===== config.mk =====
export PLATFORM = sky130hd
export DESIGN_NAME = auto_radix_word_to_integer_unit_flat
export DESIGN_NICKNAME = d
export VERILOG_FILES = /design/src/rtl/core/arwi_pkg.sv /design/src/rtl/core/arwi_if.sv /design/src/rtl/core/auto_radix_word_to_integer_unit.sv /design/src/flat_wrapper.sv
export SDC_FILE = /design/constraint.sdc
export NUM_CORES = 2
export LEC_CHECK = 0
export BUFFER_PORTS_ARGS = -buffer_cell sky130_fd_sc_hd__buf_2
export CAP_MARGIN = 0
export CORE_UTILIZATION = 64
export CTS_BUF_LIST = sky130_fd_sc_hd__clkbuf_16
export DETAILED_ROUTE_END_ITERATION = 16
export PLACE_DENSITY = 0.81
export SLEW_MARGIN = 20
export SYNTH_ARGS = -nofsm -noshare
export SYNTH_HDL_FRONTEND = slang
export SYNTH_SLANG_ARGS = --single-unit

===== constraint.sdc =====
create_clock -name clk -period 7.6 [get_ports clk]
set_clock_uncertainty 0.2 [all_clocks]
set_input_delay 0 -clock clk [delete_from_list [all_inputs] [get_ports clk]]
set_output_delay 0 -clock clk [all_outputs]
set_load 0.01 [all_outputs]

===== src/rtl/core/arwi_pkg.sv =====
// Package for the auto-radix word-to-integer unit: widths, character codes,
// controller state type and the character classification functions.
// No dependencies.
package arwi_pkg;

  // Field widths of the input and result beats
  localparam int CHAR_W   = 8;
  localparam int DIGIT_W  = 6;
  localparam int VALUE_W  = 64;
  localparam int COUNT_W  = 7;

  // Default depth of the digit store
  localparam int MAX_DIGITS_DEF = 64;

  // Character codes used by the decoder
  localparam logic [CHAR_W-1:0] CHAR_TAB   = 8'd9;
  localparam logic [CHAR_W-1:0] CHAR_CR    = 8'd13;
  localparam logic [CHAR_W-1:0] CHAR_SPACE = 8'd32;
  localparam logic [CHAR_W-1:0] CHAR_0     = 8'd48;
  localparam logic [CHAR_W-1:0] CHAR_9     = 8'd57;
  localparam logic [CHAR_W-1:0] CHAR_UA    = 8'd65;
  localparam logic [CHAR_W-1:0] CHAR_Z     = 8'd90;
  localparam logic [CHAR_W-1:0] CHAR_LA    = 8'd97;
  localparam logic [CHAR_W-1:0] CHAR_LZ    = 8'd122;

  // Letters map to digit 10 and up
  localparam logic [CHAR_W-1:0] LETTER_OFS = 8'd10;

  // Controller states
  typedef enum logic [2:0] {
    ST_IDLE = 3'b001,
    ST_EVAL = 3'b010,
    ST_LOAD = 3'b100
  } arwi_state_t;

  // Decoded character
  typedef struct packed {
    logic [DIGIT_W-1:0] digit;
    logic               bad;
  } arwi_digit_t;

  function automatic logic is_blank(input logic [CHAR_W-1:0] c);
    return ((c >= CHAR_TAB) && (c <= CHAR_CR)) || (c == CHAR_SPACE);
  endfunction

  // Map 0-9, A-Z, a-z to 0..35; anything else is digit 0 and flagged bad
  function automatic arwi_digit_t digit_of(input logic [CHAR_W-1:0] c);
    arwi_digit_t r;
    logic [CHAR_W-1:0] t;
    r.bad = 1'b0;
    t     = '0;
    if ((c >= CHAR_0) && (c <= CHAR_9)) begin
      t = c - CHAR_0;
    end else if ((c >= CHAR_UA) && (c <= CHAR_Z)) begin
      t = c - CHAR_UA + LETTER_OFS;
    end else if ((c >= CHAR_LA) && (c <= CHAR_LZ)) begin
      t = c - CHAR_LA + LETTER_OFS;
    end else begin
      r.bad = 1'b1;
    end
    r.digit = t[DIGIT_W-1:0];
    return r;
  endfunction

endpackage


===== src/rtl/core/arwi_if.sv =====
// Valid/ready channel interfaces of the auto-radix word-to-integer unit:
// one for character beats, one for result beats.
// Depends on arwi_pkg.
interface arwi_in_if;
  logic                          valid;
  logic                          ready;
  logic [arwi_pkg::CHAR_W-1:0]   char_code;
  logic                          end_of_stream;

  modport source (output valid, char_code, end_of_stream, input ready);
  modport sink   (input valid, char_code, end_of_stream, output ready);
endinterface

interface arwi_out_if;
  logic                          valid;
  logic                          ready;
  logic [arwi_pkg::DIGIT_W-1:0]  base;
  logic [arwi_pkg::VALUE_W-1:0]  value;
  logic [arwi_pkg::COUNT_W-1:0]  digit_count;
  logic                          overflow;
  logic                          bad_char;

  modport source (output valid, base, value, digit_count, overflow, bad_char, input ready);
  modport sink   (input valid, base, value, digit_count, overflow, bad_char, output ready);
endinterface


===== src/rtl/core/auto_radix_word_to_integer_unit.sv =====
// Top level of the auto-radix word-to-integer unit: digit store memory,
// word tracking and the Horner evaluation sequencer.
// Depends on arwi_pkg and the channel interfaces in arwi_if.sv.
//
// Usage: the in_ch channel takes one character per beat. Whitespace (codes
// 9 to 13 and 32) or a beat with end_of_stream set closes an open word; other
// characters are stored as base-36 digits, lowercase folded to uppercase,
// anything else stored as digit 0 with bad_char raised.
// The out_ch channel delivers one beat per closed word: base (largest digit
// plus one), value modulo 2^64, digit_count, overflow and bad_char.
// Throughput: one character beat per cycle while idle. A closing beat starts
// a walk of the stored digits through the digit memory, one read and one
// 64x6 multiply-add per cycle; in_ch.ready is low during the walk.
// The result waits in an output register; characters of the next word are
// taken while it waits, and only the next walk's result load waits on it.
// Reset (rst_n low, synchronous) closes any open word and empties the output
// register. The digit memory is not cleared; entries are only read after
// they are written in the current word.
module auto_radix_word_to_integer_unit #(
  parameter int MAX_DIGITS = arwi_pkg::MAX_DIGITS_DEF
) (
  input logic        clk,
  input logic        rst_n,
  arwi_in_if.sink    in_ch,
  arwi_out_if.source out_ch
);

  localparam int AW = (MAX_DIGITS > 1) ? $clog2(MAX_DIGITS) : 1;
  localparam int CW = $clog2(MAX_DIGITS + 1);
  localparam int DW = arwi_pkg::DIGIT_W;
  localparam int VW = arwi_pkg::VALUE_W;
  localparam int NW = arwi_pkg::COUNT_W;
  localparam int MW = VW + DW;

  // Controller and word state
  arwi_pkg::arwi_state_t state_r, state_nxt;
  logic          in_word_r, in_word_nxt;
  logic [CW-1:0] cnt_r, cnt_nxt;
  logic [DW-1:0] largest_r, largest_nxt;
  logic          bad_r, bad_nxt;
  logic          drop_r, drop_nxt;

  // Evaluation state
  logic [CW-1:0] idx_r, idx_nxt;
  logic          rd_vld_r, rd_vld_nxt;
  logic [DW-1:0] rd_data_r;
  logic [VW-1:0] acc_r, acc_nxt;
  logic          ovf_r, ovf_nxt;

  // Result register
  logic          out_valid_r, out_valid_nxt;
  logic [DW-1:0] out_base_r;
  logic [VW-1:0] out_value_r;
  logic [NW-1:0] out_count_r;
  logic          out_ovf_r;
  logic          out_bad_r;

  // Digit store
  logic [DW-1:0] mem [MAX_DIGITS];

  logic                 accept;
  logic                 closing;
  arwi_pkg::arwi_digit_t dec;
  logic [CW-1:0]        cnt_eff;
  logic [DW-1:0]        largest_eff;
  logic                 bad_eff;
  logic                 drop_eff;
  logic                 has_room;
  logic                 wr_en;
  logic                 rd_en;
  logic [DW-1:0]        base_w;
  logic [MW-1:0]        mac;
  logic                 eval_done;
  logic                 load;
  logic [CW+NW-1:0]     cnt_ext;

  assign in_ch.ready = (state_r == arwi_pkg::ST_IDLE);
  assign accept      = in_ch.valid && in_ch.ready;
  assign closing     = in_ch.end_of_stream || arwi_pkg::is_blank(in_ch.char_code);
  assign dec         = arwi_pkg::digit_of(in_ch.char_code);

  // A new word starts from cleared tracking state
  assign cnt_eff     = in_word_r ? cnt_r : '0;
  assign largest_eff = in_word_r ? largest_r : '0;
  assign bad_eff     = in_word_r && bad_r;
  assign drop_eff    = in_word_r && drop_r;
  assign has_room    = (cnt_eff < CW'(MAX_DIGITS));
  assign wr_en       = accept && !closing && has_room;

  // Horner step: one read beat folded into the accumulator per cycle
  assign rd_en     = (state_r == arwi_pkg::ST_EVAL) && (idx_r != cnt_r);
  assign base_w    = largest_r + DW'(1);
  assign mac       = MW'(acc_r) * MW'(base_w) + MW'(rd_data_r);
  assign eval_done = (idx_r == cnt_r) && !rd_vld_r;
  assign load      = (state_r == arwi_pkg::ST_LOAD) && (!out_valid_r || out_ch.ready);
  assign cnt_ext   = {{NW{1'b0}}, cnt_r};

  // Next-state logic
  always_comb begin
    state_nxt     = state_r;
    in_word_nxt   = in_word_r;
    cnt_nxt       = cnt_r;
    largest_nxt   = largest_r;
    bad_nxt       = bad_r;
    drop_nxt      = drop_r;
    idx_nxt       = idx_r;
    rd_vld_nxt    = 1'b0;
    acc_nxt       = acc_r;
    ovf_nxt       = ovf_r;
    out_valid_nxt = out_valid_r && !out_ch.ready;
    unique case (state_r)
      arwi_pkg::ST_IDLE: begin
        if (accept) begin
          if (closing) begin
            // Close the word and start the walk
            if (in_word_r) begin
              state_nxt = arwi_pkg::ST_EVAL;
              idx_nxt   = '0;
              acc_nxt   = '0;
              ovf_nxt   = 1'b0;
            end
          end else begin
            in_word_nxt = 1'b1;
            cnt_nxt     = cnt_eff;
            largest_nxt = largest_eff;
            bad_nxt     = bad_eff || dec.bad;
            drop_nxt    = drop_eff;
            if (has_room) begin
              cnt_nxt = cnt_eff + CW'(1);
              if (dec.digit > largest_eff) begin
                largest_nxt = dec.digit;
              end
            end else begin
              drop_nxt = 1'b1;
            end
          end
        end
      end
      arwi_pkg::ST_EVAL: begin
        // Issue reads, fold returned digits
        if (rd_en) begin
          idx_nxt    = idx_r + CW'(1);
          rd_vld_nxt = 1'b1;
        end
        if (rd_vld_r) begin
          acc_nxt = mac[VW-1:0];
          ovf_nxt = ovf_r || (|mac[MW-1:VW]);
        end
        if (eval_done) begin
          state_nxt = arwi_pkg::ST_LOAD;
        end
      end
      arwi_pkg::ST_LOAD: begin
        // Hold until the result register is free
        if (load) begin
          out_valid_nxt = 1'b1;
          state_nxt     = arwi_pkg::ST_IDLE;
          in_word_nxt   = 1'b0;
          cnt_nxt       = '0;
          largest_nxt   = '0;
          bad_nxt       = 1'b0;
          drop_nxt      = 1'b0;
        end
      end
      default: begin
        state_nxt = arwi_pkg::ST_IDLE;
      end
    endcase
  end

  // Control registers
  always_ff @(posedge clk) begin
    if (!rst_n) begin
      state_r     <= arwi_pkg::ST_IDLE;
      in_word_r   <= 1'b0;
      cnt_r       <= '0;
      largest_r   <= '0;
      bad_r       <= 1'b0;
      drop_r      <= 1'b0;
      idx_r       <= '0;
      rd_vld_r    <= 1'b0;
      ovf_r       <= 1'b0;
      out_valid_r <= 1'b0;
    end else begin
      state_r     <= state_nxt;
      in_word_r   <= in_word_nxt;
      cnt_r       <= cnt_nxt;
      largest_r   <= largest_nxt;
      bad_r       <= bad_nxt;
      drop_r      <= drop_nxt;
      idx_r       <= idx_nxt;
      rd_vld_r    <= rd_vld_nxt;
      ovf_r       <= ovf_nxt;
      out_valid_r <= out_valid_nxt;
    end
  end

  // Accumulator and result payload
  always_ff @(posedge clk) begin
    acc_r <= acc_nxt;
    if (load) begin
      out_base_r  <= base_w;
      out_value_r <= acc_r;
      out_count_r <= cnt_ext[NW-1:0];
      out_ovf_r   <= ovf_r || drop_r;
      out_bad_r   <= bad_r;
    end
  end

  // Digit store: write on a stored character, registered read during the walk.
  // Input is held off during the walk, so reads and writes never overlap.
  always_ff @(posedge clk) begin
    if (wr_en) begin
      mem[cnt_eff[AW-1:0]] <= dec.digit;
    end
  end

  always_ff @(posedge clk) begin
    if (rd_en) begin
      rd_data_r <= mem[idx_r[AW-1:0]];
    end
  end

  assign out_ch.valid       = out_valid_r;
  assign out_ch.base        = out_base_r;
  assign out_ch.value       = out_value_r;
  assign out_ch.digit_count = out_count_r;
  assign out_ch.overflow    = out_ovf_r;
  assign out_ch.bad_char    = out_bad_r;

`ifndef NO_ASSERTIONS
  // Stored digit count never exceeds the store depth
  a_cnt_bound: assert property (@(posedge clk) disable iff (!rst_n)
    cnt_r <= CW'(MAX_DIGITS))
    else $error("digit count beyond store depth");

  // A walk only runs over a non-empty open word and never passes its count
  a_eval_word: assert property (@(posedge clk) disable iff (!rst_n)
    (state_r == arwi_pkg::ST_EVAL) |-> (in_word_r && (cnt_r != '0) && (idx_r <= cnt_r)))
    else $error("walk without a valid word");

  // A read beat returns only while walking
  a_rd_in_eval: assert property (@(posedge clk) disable iff (!rst_n)
    rd_vld_r |-> (state_r == arwi_pkg::ST_EVAL))
    else $error("read data outside the walk");

  // A new result appears only from the load state
  a_out_from_load: assert property (@(posedge clk) disable iff (!rst_n)
    $rose(out_valid_r) |-> ($past(state_r) == arwi_pkg::ST_LOAD))
    else $error("result raised without a load");

  // Reported base lies in 1..36
  a_base_range: assert property (@(posedge clk) disable iff (!rst_n)
    out_valid_r |-> ((out_base_r != '0) && (out_base_r <= DW'(36))))
    else $error("base out of range");
`endif

endmodule


===== src/flat_wrapper.sv =====
// flat-port wrapper written by rule: the top's interface ports become plain ports
module auto_radix_word_to_integer_unit_flat 
#(
  parameter int MAX_DIGITS = arwi_pkg::MAX_DIGITS_DEF
)
  (clk, rst_n, in_ch_valid, in_ch_char_code, in_ch_end_of_stream, in_ch_ready, out_ch_valid, out_ch_base, out_ch_value, out_ch_digit_count, out_ch_overflow, out_ch_bad_char, out_ch_ready);
  arwi_in_if in_ch_i ();
  arwi_out_if out_ch_i ();
  input logic clk;
  input logic rst_n;
  input wire logic [$bits(in_ch_i.valid)-1:0] in_ch_valid;
  input wire logic [$bits(in_ch_i.char_code)-1:0] in_ch_char_code;
  input wire logic [$bits(in_ch_i.end_of_stream)-1:0] in_ch_end_of_stream;
  output wire logic [$bits(in_ch_i.ready)-1:0] in_ch_ready;
  output wire logic [$bits(out_ch_i.valid)-1:0] out_ch_valid;
  output wire logic [$bits(out_ch_i.base)-1:0] out_ch_base;
  output wire logic [$bits(out_ch_i.value)-1:0] out_ch_value;
  output wire logic [$bits(out_ch_i.digit_count)-1:0] out_ch_digit_count;
  output wire logic [$bits(out_ch_i.overflow)-1:0] out_ch_overflow;
  output wire logic [$bits(out_ch_i.bad_char)-1:0] out_ch_bad_char;
  input wire logic [$bits(out_ch_i.ready)-1:0] out_ch_ready;
  assign in_ch_i.valid = in_ch_valid;
  assign in_ch_i.char_code = in_ch_char_code;
  assign in_ch_i.end_of_stream = in_ch_end_of_stream;
  assign in_ch_ready = in_ch_i.ready;
  assign out_ch_valid = out_ch_i.valid;
  assign out_ch_base = out_ch_i.base;
  assign out_ch_value = out_ch_i.value;
  assign out_ch_digit_count = out_ch_i.digit_count;
  assign out_ch_overflow = out_ch_i.overflow;
  assign out_ch_bad_char = out_ch_i.bad_char;
  assign out_ch_i.ready = out_ch_ready;
  auto_radix_word_to_integer_unit #(.MAX_DIGITS(MAX_DIGITS)) u_core (.clk(clk), .rst_n(rst_n), .in_ch(in_ch_i), .out_ch(out_ch_i));
endmodule

==> After elaboration in Yosys (flattened, before gate mapping) <==
Memory sizes are Yosys's and may differ from the RTL's. A register that Yosys moved wholly into a read port is not among the register bits.
Cells that the tools add are included.
W data, S select, Z words.
{ "totals": {"in_bits": 13, "mem_bits_rw": 384, "n_memories": 1, "reg_bits": 172, "output_inout_bits": 81, "elab_cells": 138} }
{ "op_classes": {"order_cmp": 10, "n_eq_ne": 14, "reduce_logical": 31, "muxes": 56, "mul": 1, "n_addsub": 9} }
{ "mem_list": {"columns": ["name", "words", "width", "rd", "rd_ports_with_merged_regs", "write_ports", "line_no", "text"], "rows": [
  ["u_core.mem", 64, 6, 1, 1, 1, "auto_radix_word_to_integer_unit.sv:59", "logic [DW-1:0] mem [MAX_DIGITS];"]
]} }
{ "ops": {"columns": ["cell", "count"], "rows": [
  ["$mux W64", 4],
  ["$pmux W64 S2", 1],
  ["$add A70 B6 Y70", 1],
  ["$mul A64 B6 Y70", 1],
  ["$mux W7", 9],
  ["$mux W6", 9],
  ["$pmux W7 S2", 2],
  ["$mux W1", 20],
  ["$ge A8 B7 Y1 const B", 2],
  ["$le A8 B7 Y1 const B", 2],
  ["$mux W3", 5],
  ["$reduce_and A5 Y1", 3],
  ["$add A7 B1 Y7 const B", 2],
  ["$logic_and A1 B1 Y1", 13],
  ["$add A6 B4 Y6 const B", 2],
  ["$pmux W6 S2", 1],
  ["$sub A6 B6 Y6 const B", 2],
  ["$pmux W3 S3", 1],
  ["$eq A8 B6 Y1 const B", 1],
  ["$ge A8 B4 Y1 const B", 1],
  ["$ge A8 B6 Y1 const B", 1],
  ["$le A8 B4 Y1 const B", 1],
  ["$le A8 B6 Y1 const B", 1],
  ["$ne A2 B1 Y1 const B", 4],
  ["other kinds (17)", 32]
]} }

==> Logic depth before layout (Yosys ltp) <==
{ "depth": {"ltp_word": 11, "depth_mapped": 25} }

==> Worst setup path before layout <==
No wires, ideal clock.
{ "synth_timing": {"kind": "register -> register", "from": "register u_core.largest_r[0]", "to": "register u_core.acc_r[54], data pin", "arrival_time_ns": 5.722, "stages_incl_launch_ff": 26, "synth_period_minus_slack_ns": 6.186, "setup_slack_ns": 1.414, "cell_sequence": "dfxtp_1 > clkbuf_1 > nand3_1 > nor2_1 > xor2_1 > clkbuf_1 > clkbuf_1 > nand2_1 > fa_1 > fa_1 > inv_1 > fa_1 > inv_1 > fa_1 > inv_1 > ha_1 > a21oi_1 > o21ai_1 > a31oi_2 > o21ai_2 > a21oi_2 > o31ai_4 > a311oi_2 > o21bai_1 > a221oi_2 > mux2i_1"} }
{ "synth_via": {"elab_chain_len": 5} }
{ "synth_lines": {"columns": ["element", "line_no", "text"], "rows": [
  ["start: declaration", "auto_radix_word_to_integer_unit.sv:39", "logic [DW-1:0] largest_r, largest_nxt;"],
  ["start signal: assignment", "auto_radix_word_to_integer_unit.sv:188", "largest_r <= largest_nxt;"],
  ["$add A6 B1 Y6", "auto_radix_word_to_integer_unit.sv:92", "assign base_w = largest_r + DW'(1);"],
  ["net u_core.base_w[5]", "auto_radix_word_to_integer_unit.sv:71", "logic [DW-1:0] base_w;"],
  ["$mul A64 B6 Y70", "auto_radix_word_to_integer_unit.sv:93", "assign mac = MW'(acc_r) * MW'(base_w) + MW'(rd_data_r);"],
  ["$add A70 B6 Y70", "auto_radix_word_to_integer_unit.sv:93", null],
  ["$mux W64", "auto_radix_word_to_integer_unit.sv:145", "if (rd_vld_r) begin"],
  ["$pmux W64 S2", "auto_radix_word_to_integer_unit.sv:111", "unique case (state_r)"],
  ["end signal: assignment", "auto_radix_word_to_integer_unit.sv:200", "acc_r <= acc_nxt;"],
  ["end: declaration", "auto_radix_word_to_integer_unit.sv:47", "logic [VW-1:0] acc_r, acc_nxt;"]
]} }
The timed path passes the listed nets, and every way through them passes these cells. The select of a mux whose other input is x is not followed.
A chain may end at the register's enable or synchronous reset.

==> Worst setup path in the final report <==
{ "layout_timing": {"from": "register u_core.largest_r[2]", "to": "register u_core.ovf_r"} }
{ "layout_via": {"elab_chain_len": 7} }
{ "layout_lines": {"columns": ["element", "line_no", "text"], "rows": [
  ["$add A6 B1 Y6", "auto_radix_word_to_integer_unit.sv:92", null],
  ["$mul A64 B6 Y70", "auto_radix_word_to_integer_unit.sv:93", null],
  ["$add A70 B6 Y70", "auto_radix_word_to_integer_unit.sv:93", null],
  ["$reduce_or A6 Y1", "auto_radix_word_to_integer_unit.sv:147", "ovf_nxt = ovf_r || (|mac[MW-1:VW]);"],
  ["$logic_or A1 B1 Y1", "auto_radix_word_to_integer_unit.sv:147", null],
  ["$mux W1", "auto_radix_word_to_integer_unit.sv:145", null],
  ["$pmux W1 S2", "auto_radix_word_to_integer_unit.sv:111", null],
  ["end signal: assignment", "auto_radix_word_to_integer_unit.sv:193", "ovf_r <= ovf_nxt;"],
  ["end: declaration", "auto_radix_word_to_integer_unit.sv:48", "logic ovf_r, ovf_nxt;"]
]} }
Every way passes these cells. The select of a mux whose other input is x is not followed.

==> results.json <==
{
  "layout_setup_ws_ns": 0.638,
  "ys.flop_type": "edfxtp_1",
  "antenna_left": 0,
  "maxCapViolations": 0,
  "dp_cells": 3471,
  "cts_buffers": 58,
  "num_rows": 85,
  "path_cells": "nand3_1, nor2_1, xor2_4, buf_4, and2_1, fa_1, inv_1, fa_1, inv_1, fa_1, ha_1, ha_1, nand2_2, nor2_2, nand3_1, nor4_1, nor3_1, a211oi_1, o21a_1, o221ai_1, a211oi_1, a31oi_1",
  "core_region_area_um2": 54100,
  "synth.avg_cell_area_um2": 12.7,
  "crit_top_cell": "fa_1",
  "vias": 22500,
  "postCtsSetupRepairBufs": 0,
  "grt_antenna_before_repair": 0,
  "die_height_um": 237,
  "fin_crit_sh": 0.916,
  "critPathBufInv": 3,
  "cts_tree": "done",
  "place_ws_ns": 0.717,
  "cp_data_arrival_time_ns": 7.27,
  "slew_headroom": 0.260,
  "route.detailed.drc": 0,
  "drive_gt1_frac": 0.131,
  "drv_slew": 0,
  "ff2ff_setup_slack_ns": 0.64,
  "hold_viol": 0,
  "wl_mm": 82.9,
  "max_stage_delay_ns": 0.55,
  "cts.root.buffer_cell": "clkbuf_16",
  "path_delay_family": "adder cells",
  "power_density_nw_per_um2": 233,
  "first_global_vias": 23700,
  "cts.sinks": 562,
  "crit_fanout": 47,
  "drt_first_iter_violations": 1972,
  "dr.pass1.iters": 5,
  "worst_hold_path_type": "in -> reg",
  "fin_setup_tns_ns": 0,
  "vias_per_cell": 6.28,
  "clock_latency_ns": 0.64,
  "syn-cell-area_um2": 35200,
  "finalSetupViolations": 0,
  "period_minus_slack_ns": 6.96,
  "irDropWorstVdd_mv": 0.187,
  "seq_area_frac_synth": 0.471,
  "synth-warning-count": 0,
  "tightest_slew_ns": 1.11,
  "rsz0062_at_grt": "false",
  "dp_hpwl_mm": 54.9,
  "synthCells": 2784,
  "wl_per_cell_um": 23.1,
  "reg2reg_depth": 22,
  "portBuffers": 93,
  "holdPathStages": 3,
  "dieArea_um2": 56000,
  "finalCoreUtilization": 0.708,
  "synth_cell_types": 86,
  "status": "completed",
  "clk_pin_slew_ns": 0.06,
  "grt.total_usage": 0.306,
  "hold_start": "in_ch_char_code[0]",
  "r2r_end": "u_core.ovf_r$_SDFFE_PN0P_",
  "synth_edf_count": 533,
  "ioPinCount": 94,
  "p_leak_nw": 14.2,
  "antenna_cells": 0,
  "synth_nets": 3214,
  "cp-start-kind": "flip-flop",
  "critical_path_class": "reg -> reg",
  "async_flop_share": 0,
  "r2r-start": "u_core.largest_r[2]$_SDFFE_PN0P_",
  "yosys_register_bits": 562,
  "cts_max_path_buffers": 3,
  "area_delta_synth_final_pct": 8.80,
  "place.gp.congestion": 0.958,
  "grt_max_degree": 74,
  "fmax_mhz": 144,
  "min_to": "u_core.mem[36][0]$_DFFE_PP_",
  "die_w_um": 237,
  "fin_nets": 3270,
  "initial_core_util": 0.651,
  "critPathRequiredTime_ns": 7.91,
  "htreeDepth": 2,
  "stdcell_count": 3584,
  "crit_path_top_delay_cell": "buf_4",
  "grt_pass1_wl_mm": 131,
  "grt_overflow": 0,
  "crit_path_end_kind": "flip-flop"
}
[timing repair]
| item | CTS | global route |
|---|---|---|
| gates resized for setup | 0 | 0 |
| setup endpoints to repair | 0 | 0 |
| hold buffers | 5 | 0 |
| endpoints found under the hold margin | 39 | 0 |
[synthesized netlist by cell type (34+ instances only)]
| master | number | area [µm²] |
|---|---|---|
| a21oi_1 | 107 | 536 |
| and2_1 | 242 | 1510 |
| clkbuf_1 | 95 | 357 |
| edfxtp_1 | 533 | 16000 |
| fa_1 | 252 | 5040 |
| ha_1 | 165 | 2060 |
| inv_1 | 286 | 1070 |
| mux4_2 | 126 | 2840 |
| nand2_1 | 246 | 923 |
| nor2_1 | 199 | 747 |
| nor2b_1 | 35 | 219 |
| o21ai_0 | 55 | 275 |
| xnor2_1 | 46 | 403 |
| xor2_1 | 34 | 298 |
[worst min-delay path: stages]
cell     delay [ns]
buf_2          0.18
a21oi_4        0.07
buf_4          0.35
[metal layers]
layer / wire length, µm / up-vias / track usage / part of all wire
li1: - / 9845 / - / -
met1: 30800 / 11300 / 0.384 / 0.37
met2: 42200 / 1148 / 0.526 / 0.51
met3: 6230 / 223 / 0.0494 / 0.075
met4: 3650 / 0 / 0.140 / 0.044
met5: 0 / - / 0 / 0
[power breakdown]
| group | total [mW] | internal, mW | switching (mW) | leakage (nW) |
|---|---|---|---|---|
| clock | 2.85 | 1.60 | 1.25 | 0.925 |
| combinational | 2.23 | 0.815 | 1.41 | 8.59 |
| sequential | 3.86 | 3.60 | 0.253 | 4.66 |
[registers in the layout, summed over array words and instances (netlist names), 7 cells and up]
name,count
u_core.out_ch.value,64
u_core.mem,384
u_core.out_ch.digit_count,7
u_core.acc_r,64
u_core.cnt_r,7
u_core.idx_r,7
[cell families after synthesis]
logic type | count (synthesis) | share of synthesized area
and+or+nand+nor | 855 | 0.121
DFF | 562 | 0.471
adders and majority gates | 417 | 0.202
buffers and inverters | 414 | 0.0452
AOI/OAI and AO/OA | 328 | 0.0610
muxes | 128 | 0.0811
xor gates and xnor gates | 80 | 0.0199
[metrics by stage]
step | area [µm²] | hold slack [ns] | power, mW
final | 38300 | 0.0494 | 8.93
after CTS | 38300 | 0.0125 | 8.95
after detailed placement | 36400 | 0.151 | 6.09
after global placement | 36400 | 0.151 | 6.02
after floorplan | 35200 | -0.0506 | 5.49
after global routing | 38300 | 0.0667 | 9.36
[placed cells by master (no fill, tap or decap), types with 35 or more instances in the layout]
master and count:
nor2_1 198, xnor2_1 44, a21oi_1 104, edfxtp_1 533, inv_1 291, and2_1 241
mux4_2 126, buf_2 93, clkbuf_16 58, nand2_1 245, nor2b_1 35, fa_1 252
o21ai_0 53, ha_1 164
[final cells by class]
class | instances | area (µm²)
Multi-Input combinational cell | 1808 | 17200
Sequential cell | 562 | 16600
Fill cell | 3509 | 15800
Clock buffer | 58 | 1450
Inverter | 287 | 1080
Tap cell | 696 | 871
Timing Repair Buffer | 123 | 703
Clock inverter | 50 | 445
[worst max path at each step]
| stage | from | to | cells past startpoint |
|---|---|---|---|
| floorplan | u_core.largest_r[0]$_SDFFE_PN0P_ | u_core.acc_r[54]$_SDFFCE_PN0P_ | 25 |
| global placement | u_core.largest_r[0]$_SDFFE_PN0P_ | u_core.acc_r[63]$_SDFFCE_PN0P_ | 26 |
| detailed placement | u_core.largest_r[2]$_SDFFE_PN0P_ | u_core.acc_r[63]$_SDFFCE_PN0P_ | 21 |
| CTS | u_core.largest_r[2]$_SDFFE_PN0P_ | u_core.acc_r[63]$_SDFFCE_PN0P_ | 21 |
| global route | u_core.largest_r[0]$_SDFFE_PN0P_ | u_core.ovf_r$_SDFFE_PN0P_ | 23 |
| finish | u_core.largest_r[2]$_SDFFE_PN0P_ | u_core.ovf_r$_SDFFE_PN0P_ | 22 |
Power figures use the tool's default switching activity.
